<file path="config.mk">
export PLATFORM = sky130hd
export DESIGN_NAME = integer_to_radix_ascii
export DESIGN_NICKNAME = d
export VERILOG_FILES = /design/src/rtl/itoa_pkg.sv /design/src/rtl/itoa_ram.sv /design/src/rtl/itoa_front.sv /design/src/rtl/itoa_queue.sv /design/src/rtl/itoa_back.sv /design/src/rtl/integer_to_radix_ascii.sv
export SDC_FILE = /design/constraint.sdc
export NUM_CORES = 1
export LEC_CHECK = 0
export BUFFER_PORTS_ARGS = -buffer_cell sky130_fd_sc_hd__buf_4
export CORE_MARGIN = 4
export CORE_UTILIZATION = 30
export CTS_CLUSTER_DIAMETER = 200
export CTS_CLUSTER_SIZE = 25
export DETAILED_ROUTE_END_ITERATION = 8
export PLACE_DENSITY_LB_ADDON = 0.25
export SYNTH_ARGS = -nofsm -noshare
export SYNTH_HDL_FRONTEND = slang
export SYNTH_SLANG_ARGS = --single-unit
</file>
<file path="constraint.sdc">
create_clock -name clk -period 4.6 [get_ports clk]
set_clock_uncertainty 0.15 [all_clocks]
set_input_delay 0.92 -clock clk [delete_from_list [all_inputs] [get_ports clk]]
set_output_delay 0.92 -clock clk [all_outputs]
set_load 0.02 [all_outputs]
</file>
<file path="src/rtl/itoa_pkg.sv">
// shared types, constants and functions of the radix ascii converter
// no dependencies
package itoa_pkg;

    localparam int VALUE_BITS = 32;
    localparam int IN_BITS    = 32;
    localparam int RADIX_W    = 6;
    localparam int DIGIT_W    = 6;
    localparam int IDX_W      = $clog2(VALUE_BITS);
    localparam int CNT_W      = $clog2(VALUE_BITS + 1);
    localparam int QDEPTH     = 2;
    localparam int QPTR_W     = $clog2(QDEPTH);
    localparam int QCNT_W     = $clog2(QDEPTH + 1);

    localparam logic [7:0] RADIX_MIN  = 8'd2;
    localparam logic [7:0] RADIX_MAX  = 8'd36;
    localparam logic [7:0] CHAR_MINUS = 8'h2d;
    localparam logic [7:0] CHAR_NUL   = 8'h00;
    localparam logic [7:0] CHAR_ZERO  = 8'h30;
    localparam logic [7:0] CHAR_A_OFS = 8'h57;

    typedef struct packed {
        logic                  bad;
        logic                  neg;
        logic [RADIX_W-1:0]    radix;
        logic [VALUE_BITS-1:0] mag;
    } item_t;

    typedef enum logic [2:0] {
        B_IDLE,
        B_DIV,
        B_STORE,
        B_SIGN,
        B_READ,
        B_EMIT,
        B_TERM
    } back_state_t;

    // digit value to its ascii character, 0-9 then a-z
    function automatic logic [7:0] digit_char(input logic [DIGIT_W-1:0] d);
        logic [7:0] dx;
        dx = {{(8 - DIGIT_W){1'b0}}, d};
        if (d < DIGIT_W'(10))
        begin
            return CHAR_ZERO + dx;
        end
        return CHAR_A_OFS + dx;
    endfunction

endpackage

</file>
<file path="src/rtl/itoa_ram.sv">
// generic single-port-write, single-port-read ram with registered read data
// no dependencies
module itoa_ram #(
    parameter int WIDTH = 8,
    parameter int DEPTH = 32
) (
    input  logic                     clk,
    input  logic                     we,
    input  logic [$clog2(DEPTH)-1:0] waddr,
    input  logic [WIDTH-1:0]         wdata,
    input  logic                     re,
    input  logic [$clog2(DEPTH)-1:0] raddr,
    output logic [WIDTH-1:0]         rdata
);

    logic [WIDTH-1:0] mem [DEPTH];
    logic [WIDTH-1:0] rdata_reg;

    always_ff @(posedge clk)
    begin
        if (we)
        begin
            mem[waddr] <= wdata;
        end
        if (re)
        begin
            rdata_reg <= mem[raddr];
        end
    end

    assign rdata = rdata_reg;

endmodule

</file>
<file path="src/rtl/itoa_front.sv">
// front end: takes input items, checks the radix and forms sign and magnitude
// depends on itoa_pkg
module itoa_front
    import itoa_pkg::*;
(
    input  logic               in_valid,
    output logic               in_ready,
    input  logic [IN_BITS-1:0] value,
    input  logic [7:0]         radix,
    input  logic               q_full,
    output logic               push,
    output item_t              item
);

    logic [VALUE_BITS-1:0] raw;
    logic                  neg;

    assign raw = value[VALUE_BITS-1:0];
    assign neg = raw[VALUE_BITS-1];

    assign in_ready = !q_full;
    assign push     = in_valid && !q_full;

    always_comb
    begin
        item.bad   = (radix < RADIX_MIN) || (radix > RADIX_MAX);
        item.neg   = neg;
        item.radix = radix[RADIX_W-1:0];
        // two's complement magnitude, the most negative value maps onto itself unsigned
        item.mag   = neg ? (~raw + {{(VALUE_BITS - 1){1'b0}}, 1'b1}) : raw;
    end

endmodule

</file>
<file path="src/rtl/itoa_queue.sv">
// short item queue between the front end and the conversion engine
// depends on itoa_pkg
module itoa_queue
    import itoa_pkg::*;
(
    input  logic  clk,
    input  logic  rst_n,
    input  logic  push,
    input  item_t push_item,
    output logic  full,
    input  logic  pop,
    output logic  not_empty,
    output item_t head
);

    item_t             slot_reg [QDEPTH];
    logic [QPTR_W-1:0] wr_ptr_reg, wr_ptr_next;
    logic [QPTR_W-1:0] rd_ptr_reg, rd_ptr_next;
    logic [QCNT_W-1:0] count_reg, count_next;
    logic              do_pop;

    assign full      = (count_reg == QCNT_W'(QDEPTH));
    assign not_empty = (count_reg != '0);
    assign head      = slot_reg[rd_ptr_reg];
    assign do_pop    = pop && not_empty;

    always_comb
    begin
        wr_ptr_next = wr_ptr_reg;
        rd_ptr_next = rd_ptr_reg;
        count_next  = count_reg;
        if (push)
        begin
            wr_ptr_next = (wr_ptr_reg == QPTR_W'(QDEPTH - 1)) ? '0 : wr_ptr_reg + 1'b1;
        end
        if (do_pop)
        begin
            rd_ptr_next = (rd_ptr_reg == QPTR_W'(QDEPTH - 1)) ? '0 : rd_ptr_reg + 1'b1;
        end
        if (push && !do_pop)
        begin
            count_next = count_reg + 1'b1;
        end
        else if (!push && do_pop)
        begin
            count_next = count_reg - 1'b1;
        end
    end

    always_ff @(posedge clk or negedge rst_n)
    begin
        if (!rst_n)
        begin
            wr_ptr_reg <= '0;
            rd_ptr_reg <= '0;
            count_reg  <= '0;
        end
        else
        begin
            wr_ptr_reg <= wr_ptr_next;
            rd_ptr_reg <= rd_ptr_next;
            count_reg  <= count_next;
        end
    end

    always_ff @(posedge clk)
    begin
        if (push)
        begin
            slot_reg[wr_ptr_reg] <= push_item;
        end
    end

endmodule

</file>
<file path="src/rtl/itoa_back.sv">
// conversion engine: bit-serial divider, digit buffer sequencing, output register
// depends on itoa_pkg and itoa_ram
module itoa_back
    import itoa_pkg::*;
(
    input  logic       clk,
    input  logic       rst_n,
    input  logic       q_valid,
    input  item_t      q_item,
    output logic       q_pop,
    output logic       out_valid,
    input  logic       out_ready,
    output logic [7:0] character,
    output logic       last
);

    back_state_t           state_reg, state_next;
    logic [VALUE_BITS-1:0] work_reg, work_next;
    logic [DIGIT_W-1:0]    rem_reg, rem_next;
    logic [IDX_W-1:0]      step_reg, step_next;
    logic [CNT_W-1:0]      cnt_reg, cnt_next;
    logic [RADIX_W-1:0]    radix_reg, radix_next;
    logic                  neg_reg, neg_next;
    logic                  ov_reg, ov_next;
    logic [7:0]            char_reg, char_next;
    logic                  last_reg, last_next;

    logic               slot_free;
    logic               load;
    logic [7:0]         load_char;
    logic               load_last;
    logic               ram_we;
    logic               ram_re;
    logic [IDX_W-1:0]   rd_idx;
    logic [DIGIT_W-1:0] ram_rdata;
    logic [DIGIT_W:0]   trial;
    logic [DIGIT_W:0]   diff;
    logic               ge;
    logic               quot_zero;

    assign slot_free = !ov_reg || out_ready;
    assign trial     = {rem_reg, work_reg[VALUE_BITS-1]};
    assign diff      = trial - {1'b0, radix_reg};
    assign ge        = (trial >= {1'b0, radix_reg});
    assign quot_zero = (work_reg == '0);
    assign rd_idx    = IDX_W'(cnt_reg - 1'b1);

    itoa_ram #(
        .WIDTH (DIGIT_W),
        .DEPTH (VALUE_BITS)
    ) u_digits (
        .clk   (clk),
        .we    (ram_we),
        .waddr (cnt_reg[IDX_W-1:0]),
        .wdata (rem_reg),
        .re    (ram_re),
        .raddr (rd_idx),
        .rdata (ram_rdata)
    );

    // next state
    always_comb
    begin
        state_next = state_reg;
        case (state_reg)
            B_IDLE:
            begin
                if (q_valid)
                begin
                    state_next = q_item.bad ? B_TERM : B_DIV;
                end
            end
            B_DIV:
            begin
                if (step_reg == IDX_W'(VALUE_BITS - 1))
                begin
                    state_next = B_STORE;
                end
            end
            B_STORE:
            begin
                if (!quot_zero)
                begin
                    state_next = B_DIV;
                end
                else
                begin
                    state_next = neg_reg ? B_SIGN : B_READ;
                end
            end
            B_SIGN:
            begin
                if (slot_free)
                begin
                    state_next = B_READ;
                end
            end
            B_READ:
            begin
                state_next = B_EMIT;
            end
            B_EMIT:
            begin
                if (slot_free)
                begin
                    state_next = (cnt_reg == CNT_W'(1)) ? B_TERM : B_READ;
                end
            end
            B_TERM:
            begin
                if (slot_free)
                begin
                    state_next = B_IDLE;
                end
            end
            default:
            begin
                state_next = B_IDLE;
            end
        endcase
    end

    // control outputs
    always_comb
    begin
        q_pop     = 1'b0;
        ram_we    = 1'b0;
        ram_re    = 1'b0;
        load      = 1'b0;
        load_char = CHAR_NUL;
        load_last = 1'b0;
        case (state_reg)
            B_IDLE:
            begin
                q_pop = q_valid;
            end
            B_STORE:
            begin
                ram_we = 1'b1;
            end
            B_SIGN:
            begin
                load      = slot_free;
                load_char = CHAR_MINUS;
            end
            B_READ:
            begin
                ram_re = 1'b1;
            end
            B_EMIT:
            begin
                load      = slot_free;
                load_char = digit_char(ram_rdata);
            end
            B_TERM:
            begin
                load      = slot_free;
                load_last = 1'b1;
            end
            default:
            begin
                q_pop = 1'b0;
            end
        endcase
    end

    // datapath next values
    always_comb
    begin
        work_next  = work_reg;
        rem_next   = rem_reg;
        step_next  = step_reg;
        cnt_next   = cnt_reg;
        radix_next = radix_reg;
        neg_next   = neg_reg;
        char_next  = char_reg;
        last_next  = last_reg;
        ov_next    = ov_reg && !out_ready;

        case (state_reg)
            B_IDLE:
            begin
                if (q_valid)
                begin
                    work_next  = q_item.mag;
                    rem_next   = '0;
                    step_next  = '0;
                    cnt_next   = '0;
                    radix_next = q_item.radix;
                    neg_next   = q_item.neg;
                end
            end
            B_DIV:
            begin
                // one quotient bit per cycle, restoring
                rem_next  = ge ? diff[DIGIT_W-1:0] : trial[DIGIT_W-1:0];
                work_next = {work_reg[VALUE_BITS-2:0], ge};
                step_next = step_reg + 1'b1;
            end
            B_STORE:
            begin
                cnt_next  = cnt_reg + 1'b1;
                rem_next  = '0;
                step_next = '0;
            end
            B_EMIT:
            begin
                if (slot_free)
                begin
                    cnt_next = cnt_reg - 1'b1;
                end
            end
            default:
            begin
                cnt_next = cnt_reg;
            end
        endcase

        if (load)
        begin
            ov_next   = 1'b1;
            char_next = load_char;
            last_next = load_last;
        end
    end

    always_ff @(posedge clk or negedge rst_n)
    begin
        if (!rst_n)
        begin
            state_reg <= B_IDLE;
            ov_reg    <= 1'b0;
            cnt_reg   <= '0;
            step_reg  <= '0;
        end
        else
        begin
            state_reg <= state_next;
            ov_reg    <= ov_next;
            cnt_reg   <= cnt_next;
            step_reg  <= step_next;
        end
    end

    always_ff @(posedge clk)
    begin
        work_reg  <= work_next;
        rem_reg   <= rem_next;
        radix_reg <= radix_next;
        neg_reg   <= neg_next;
        char_reg  <= char_next;
        last_reg  <= last_next;
    end

    assign out_valid = ov_reg;
    assign character = char_reg;
    assign last      = last_reg;

endmodule

</file>
<file path="src/rtl/integer_to_radix_ascii.sv">
// top level of the signed integer to radix ascii converter
// depends on itoa_pkg, itoa_front, itoa_queue, itoa_back (and itoa_ram below it)
//
//  channel | handshake            | payload
//  --------+----------------------+-------------------------------
//  in      | in_valid / in_ready  | value (32b signed), radix (8b)
//  out     | out_valid / out_ready| character (8b), last (1b)
//
// each digit is worked out in the shared bit-serial divider
// (one quotient bit per cycle plus a buffer write), then each emitted
// digit takes a digit buffer read
// an out-of-range radix yields only the terminator
// reset is asynchronous, active low; the digit buffer is not cleared
// the front end keeps taking items into a two-entry queue, as long as it is
// not full, while the engine works or the output stalls
module integer_to_radix_ascii
    import itoa_pkg::*;
(
    input  logic               clk,
    input  logic               rst_n,
    input  logic               in_valid,
    output logic               in_ready,
    input  logic [IN_BITS-1:0] value,
    input  logic [7:0]         radix,
    output logic               out_valid,
    input  logic               out_ready,
    output logic [7:0]         character,
    output logic               last
);

    // front to queue
    logic  push;
    item_t push_item;
    logic  q_full;

    // queue to engine
    logic  q_valid;
    logic  q_pop;
    item_t q_head;

    // classifies the item: radix range, sign and magnitude
    itoa_front u_front (
        .in_valid (in_valid),
        .in_ready (in_ready),
        .value    (value),
        .radix    (radix),
        .q_full   (q_full),
        .push     (push),
        .item     (push_item)
    );

    // decouples acceptance from conversion
    itoa_queue u_queue (
        .clk       (clk),
        .rst_n     (rst_n),
        .push      (push),
        .push_item (push_item),
        .full      (q_full),
        .pop       (q_pop),
        .not_empty (q_valid),
        .head      (q_head)
    );

    // divides out digits, then streams sign, digits and terminator (only the terminator for a bad radix)
    itoa_back u_back (
        .clk       (clk),
        .rst_n     (rst_n),
        .q_valid   (q_valid),
        .q_item    (q_head),
        .q_pop     (q_pop),
        .out_valid (out_valid),
        .out_ready (out_ready),
        .character (character),
        .last      (last)
    );

endmodule

</file>
After elaboration in Yosys (flattened, before gate mapping)
Memories as Yosys holds them, arrays and structs flattened. A register that Yosys moved wholly into a read port is not among the register bits.
Index checks and enable logic that the tools add are counted.
{"block": "totals", "ff_bits": 73, "mem_bits_rw": 272, "input_bits": 44, "wordCells": 109, "n_memories": 2}
{"memory": "u_back.u_digits.mem", "words": 32, "word_bits": 6, "rd": 1, "rd_clocked_by_memory_dff": 1, "write_ports": 1, "line_no": "itoa_ram.sv:16", "rtl": "logic [WIDTH-1:0] mem [DEPTH];"}
{"memory": "u_queue.slot_reg", "words": 2, "word_bits": 40, "rd": 1, "rd_clocked_by_memory_dff": 0, "write_ports": 1, "line_no": "itoa_queue.sv:16", "rtl": "item_t slot_reg [QDEPTH];"}
{"block": "classes", "add_sub_neg": 11, "n_lt_le_gt_ge": 4, "n_eq_ne": 14, "muxes": 39, "n_bitwise": 1, "reduce_logical": 25}
{"cell": "32-bit 2-to-1 mux", "count": 2}
{"cell": "32-bit one-hot mux with 2 select lines", "count": 1}
{"cell": "6-bit one-hot mux with 3 select lines", "count": 2}
{"cell": "32-bit by 1-bit adder with 32-bit output (second input constant)", "count": 1}
{"cell": "32-bit logical NOT", "count": 1}
{"cell": "32-bit NOT", "count": 1}
{"cell": "3-bit 2-to-1 mux", "count": 8}
{"cell": "3-bit one-hot mux with 7 select lines", "count": 1}
{"cell": "6-bit 2-to-1 mux", "count": 3}
{"cell": "8-bit 2-to-1 mux", "count": 2}
{"cell": "8-bit one-hot mux with 2 select lines", "count": 1}
{"cell": "5-bit one-hot mux with 3 select lines", "count": 1}
{"cell": "1-bit 2-to-1 mux", "count": 14}
{"cell": "2-bit by 1-bit != test with 1-bit output (second input constant)", "count": 5}
{"cell": "3-bit == test (second input constant)", "count": 3}
{"cell": "7-bit by 6-bit adder with 8-bit output (first input constant)", "count": 1}
{"cell": "8-bit by 6-bit > comparator with 1-bit output (second input constant)", "count": 1}
{"cell": "8-bit by 2-bit < comparator with 1-bit output (second input constant)", "count": 1}
{"cell": "6-bit by 6-bit adder with 7-bit output (first input constant)", "count": 1}
{"cell": "7-bit by 6-bit greater-or-equal comparator with 1-bit output", "count": 1}
{"cell": "6-bit by 1-bit adder with 6-bit output (second input constant)", "count": 1}
{"cell": "3-bit by 2-bit == test with 1-bit output (second input constant)", "count": 2}
{"cell": "6-bit by 1-bit == test with 1-bit output (second input constant)", "count": 1}
{"cell": "6-bit by 4-bit < comparator with 1-bit output (second input constant)", "count": 1}
{"cell": "other kinds (21)", "count": 38}

Longest topological paths before layout
{"block": "logic_depth", "depth_word": 7, "mapped_depth": 10, "mapped_depth_nobuf": 9}

By module
Synthesis repeated with hierarchy kept, for this count alone.
{"block": "unflattened", "hier_cells": 978, "hier_area_um2": 15591.2}
{"mod": "itoa_ram", "instances": 1, "cells_each": 323, "area_per_inst_um2": 7649.8}
{"mod": "itoa_back", "instances": 1, "cells_each": 399, "area_per_inst_um2": 3839.9}
{"mod": "itoa_queue", "instances": 1, "cells_each": 141, "area_per_inst_um2": 3280.6}
{"mod": "itoa_front", "instances": 1, "cells_each": 115, "area_per_inst_um2": 820.8}

Worst setup path after synthesis
Ideal clock, no wire load.
{"block": "synth_timing", "path_kind": "in2reg", "startpoint": "input in_valid", "endpoint": "memory u_queue.slot_reg[0][0] (netlist name), enable pin", "setup_time_ns": 0.437, "arrival_ns": 2.702, "required_ns": 4.013, "slack_ns": 1.311, "path_stages": 2, "n_path_buf": 0, "cell_sequence": "nand2_1 > nor2_1"}
{"block": "synth_between", "elab_chain_cells": 3}
{"element": "from (decl)", "line_no": "integer_to_radix_ascii.sv:21", "rtl": "input logic in_valid,"}
{"element": "1-bit logical AND", "line_no": "itoa_front.sv:22", "rtl": "assign push = in_valid && !q_full;"}
{"element": "1-bit 2-to-1 mux", "line_no": "itoa_queue.sv:68", "rtl": "if (push)"}
{"element": "1-bit 2-to-1 mux (not written as such)", "line_no": "itoa_queue.sv:70", "rtl": "slot_reg[wr_ptr_reg] <= push_item;"}
{"element": "to (decl)", "line_no": "itoa_queue.sv:16"}
No other way between the ends.

Worst setup path in the final report
{"block": "layout_timing", "startpoint": "register u_back.cnt_reg[0]", "endpoint": "register u_back.u_digits.rdata_reg[1] (netlist: u_back.u_digits.rdata[1]) (read register of u_back.u_digits.mem), data pin"}
{"block": "layout_between", "elab_chain_cells": 1}
{"element": "from (decl)", "line_no": "itoa_back.sv:21", "rtl": "logic [CNT_W-1:0] cnt_reg, cnt_next;"}
{"element": "from (signal assigned)", "line_no": "itoa_back.sv:240", "rtl": "cnt_reg <= cnt_next;"}
{"element": "6-bit by 1-bit subtractor with 6-bit output", "line_no": "itoa_back.sv:46", "rtl": "assign rd_idx = IDX_W'(cnt_reg - 1'b1);"}
{"element": "to (decl)", "line_no": "itoa_ram.sv:17", "rtl": "logic [WIDTH-1:0] rdata_reg;"}
No other way between the ends.
A chain may end at the register's enable or synchronous reset.

==> reports/metrics.csv <==
stage,metric,value,unit
run_status,outcome,completed,
worst_setup_path,worst path cell trace,nor3_1 -> xor2_1 -> nand2_1 -> a21oi_1 -> or4_1,
synth,syn nets,1064,
clock_network,"Reg clk slew, reported paths",0.11,ns
hold_path,Hold/Removal Path Class,primary input to async pin,
synth,number of flops mapped to enable cells by yosys,332,
global_route,grt peak-use layer,met2,
place,final RePlAce weighted congestion,0.789,
sta,worst slew pin tran,1.34,ns
place,hpwl dp,21600,µm
clock_network,clk buf depth,3,
layout,nets@finish,1109,
synth,Synth area leader,edfxtp_1,
worst_setup_path,RR Endpoint,u_back.u_digits.rdata[1]$_DFFE_PP_,
sta,Max Freq,0.294,GHz
synth,ys async rst share,0.0541,
die,initial core utilization,0.306,
worst_setup_path,FF-to-FF Start,u_back.cnt_reg[0]$_DFFE_PN0P_,
layout,antenna cells,0,
worst_setup_path,Setup crit end kind,flip-flop,
worst_setup_path,critical path arrival,3.65,ns
global_route,vias in the first global route,8459,
worst_setup_path,worst-path fanout max,16,
global_route,Tot GR Track Use,0.122,
routing,First DRT Iteration DRCs,698,
pwr,pwr dens,621,mW/mm²
synth,synthesized flop and latch total,351,
clock_network,CTS tree,built,
global_route,first-pass GRT wire length,51200,µm
sta,Period minus WS final,3.40,ns
clock_network,Clock Root Buffer,clkbuf_16,
clock_network,Num CTS Buffers,18,
synth,Synth Area per Inst,15.1,µm²
synth,Yosys warning total,0,
worst_setup_path,type of the worst setup path,flip-flop to flip-flop,
die,core area,0.0494,mm²
synth,post-synthesis sequential area ratio,0.691,
clock_network,# clock sinks,351,
pwr,VDD IR max,401,µV
routing,total wire length,33100,µm
worst_setup_path,CP required,4.85,ns
synth,Syn Std Cell Area,0.0151,mm²
worst_setup_path,CP max-delay cell,xor2_1,
global_route,global routing usage on met2,0.196,
layout,"Area growth, synth to finish",11.7,%
global_route,largest net degree at the start of global routing,70,
clock_network,clock latency at the later pin of the worst-skew pair,0.53,ns
clock_network,hold-fix buffers at CTS,0,
synth,Most used DFF post-synth,edfxtp_1,
synth,Yosys top cell area share,0.660,
sta,Max Slew Vio Count,0,
routing,via count,8290,
die,Site Rows,81,
routing,vias per cell,4.82,
worst_setup_path,R2R cell count,5,
sta,Final period util,0.739,
synth,"top cells by area, synth","edfxtp_1, mux4_2, dfrtp_1",
run,maxcap violations,0,
worst_setup_path,CP peak stage delay,1.08,ns
pwr,Leak,0.00550,µW
routing,1st-pass router iterations,5,
worst_setup_path,Startpoint Class,flip-flop,
sta,count of final hold-check violations,0,
global_route,Congestion Overflow GR,0,
die,full die area,0.0540,mm²
clock_network,Setup Buffers After CTS,0,
layout,share of cells above drive strength 1,0.154,
sta,normalized max-slew margin,0.103,
worst_setup_path,worst reg2reg setup slack,1.20,ns
sta,setup TNS,0,ns
sta,Final setup viols,0,
die,Die Y,232,µm
synth,synth unique cells,56,
global_route,GR Layer Usage met1,0.179,
global_route,number of antenna violations at the first check in global routing,1,
routing,ANT nets after route,0,
die,Die W,232,µm
clock_network,post_cts resized,0,
synth,Post-Syn Instances,1000,
routing,DR DRC count,0,
global_route,routing usage on met3,0.0162,
sta,unrepaired setup endpoints after global routing,no,
layout,max reg flops,192,
die,Ports,55,
pwr,"Power, Total",10500,µW
routing,routed length per instance,19.3,µm
clock_network,H-tree depth,1,
place,PortBufs,54,
synth_stat cells (3+ instances only):
cell and count:
nor2b_1 3, a21boi_0 3, mux2i_1 34, nand2_1 109, o21a_1 4, nand3b_1 5
nor3_1 12, xor2_1 9, a21oi_1 48, inv_1 23, buf_1 7, mux4_2 48
nand4_1 3, clkbuf_1 35, a211oi_1 5, edfxtp_1 332, or4_1 11, nor2_1 65
o31ai_1 12, and3_1 3, nand3_1 8, dfrtp_1 19, nor4_1 12, or3_1 3
mux2_2 8, nor3b_1 3, o31a_1 3, a21o_1 4, o21ai_0 66, a31oi_1 5
ha_1 19, nand2b_1 8, xnor2_1 39
cells in the final DEF (no fill, tap or decap), drive strengths merged, types with 4 or more instances in the layout:
cell    netlist  layout
nand2       109     109
nand2b        8       8
clkbuf       35      31
a21oi        48      48
buf          10      70
a21o          4       4
nor3         12      12
inv          23      23
o21ai        67      67
mux2i        34      34
a211oi        5       5
or4          13      13
o41ai         5       5
nor4         12      12
xor2          9       9
xnor2        39      39
mux2          8       8
o21a          4       4
a31oi         5       5
ha           19      19
nor2         65      65
dfrtp        19      19
edfxtp      332     332
nand3b        5       5
or3           4       4
nand3         8       8
o31ai        12      12
mux4         48      48
critical path: cells and delay by family, from the launching register on:
| family | cells | cell delay [ns] |
|---|---|---|
| AOI/OAI and AO/OA | 1 | 0.40 |
| and+or+nand+nor | 3 | 0.99 |
| xor gates and xnor gates | 1 | 1.08 |
| DFF | 1 | 0.63 |
report_power, final:
group          total [µW]  internal (µW)  switching, µW
Sequential           4940           4510            429
Combinational        3720           1430           2290
Clock                1810            796           1020
layout make-up:
class                   instances  area (µm²)
inverters                      23        86.3
repair buffers                 70         538
multi-input cells             581        4420
well taps                     664         831
clock buffers                  31         520
clock inverters                 1        30.0
fillers                      4826       32500
flip-flops and latches        351       10500
logic make-up after synthesis:
family / synth area share
AOI/OAI and AO/OA: 0.0685
xor gates and xnor gates: 0.0278
adders and majority gates: 0.0171
buffers and inverters: 0.0176
DFF: 0.691
muxes: 0.100
and+or+nand+nor: 0.0778
metrics by stage:
step / worst slack, ns / cells / area, µm² / util / hold slack, ns
floorplan: 1.31 / 1000 / 15100 / - / 0.294
global placement: 1.10 / 1689 / 16300 / 0.331 / 0.324
detailed placement: 1.10 / 1689 / 16300 / 0.331 / 0.324
CTS: 1.22 / 1721 / 16900 / 0.342 / 0.100
global route: 0.980 / 1721 / 16900 / 0.342 / 0.105
finish: 1.20 / 1721 / 16900 / 0.342 / 0.112
routing by layer:
| metal | vias to the layer above | routed length (µm) |
|---|---|---|
| li1 | 3907 | - |
| met1 | 4226 | 15900 |
| met2 | 133 | 15500 |
| met3 | 24 | 1140 |
| met4 | 0 | 561 |
| met5 | - | 0 |
worst max-delay path by stage:
stage | from | end | slack [ns] | cells past startpoint
CTS | u_back.cnt_reg[0]$_DFFE_PN0P_ | u_back.u_digits.rdata[4]$_DFFE_PP_ | 1.22 | 5
global placement | value[12] | u_queue.slot_reg[0][29]$_DFFE_PP_ | 1.10 | 6
floorplan | in_valid | u_queue.slot_reg[0][0]$_DFFE_PP_ | 1.31 | 2
finish | u_back.cnt_reg[0]$_DFFE_PN0P_ | u_back.u_digits.rdata[1]$_DFFE_PP_ | 1.20 | 5
global route | u_back.cnt_reg[0]$_DFFE_PN0P_ | u_back.u_digits.rdata[5]$_DFFE_PP_ | 0.98 | 5
detailed placement | value[12] | u_queue.slot_reg[0][29]$_DFFE_PP_ | 1.10 | 6
(Power assumes the default switching activity.)
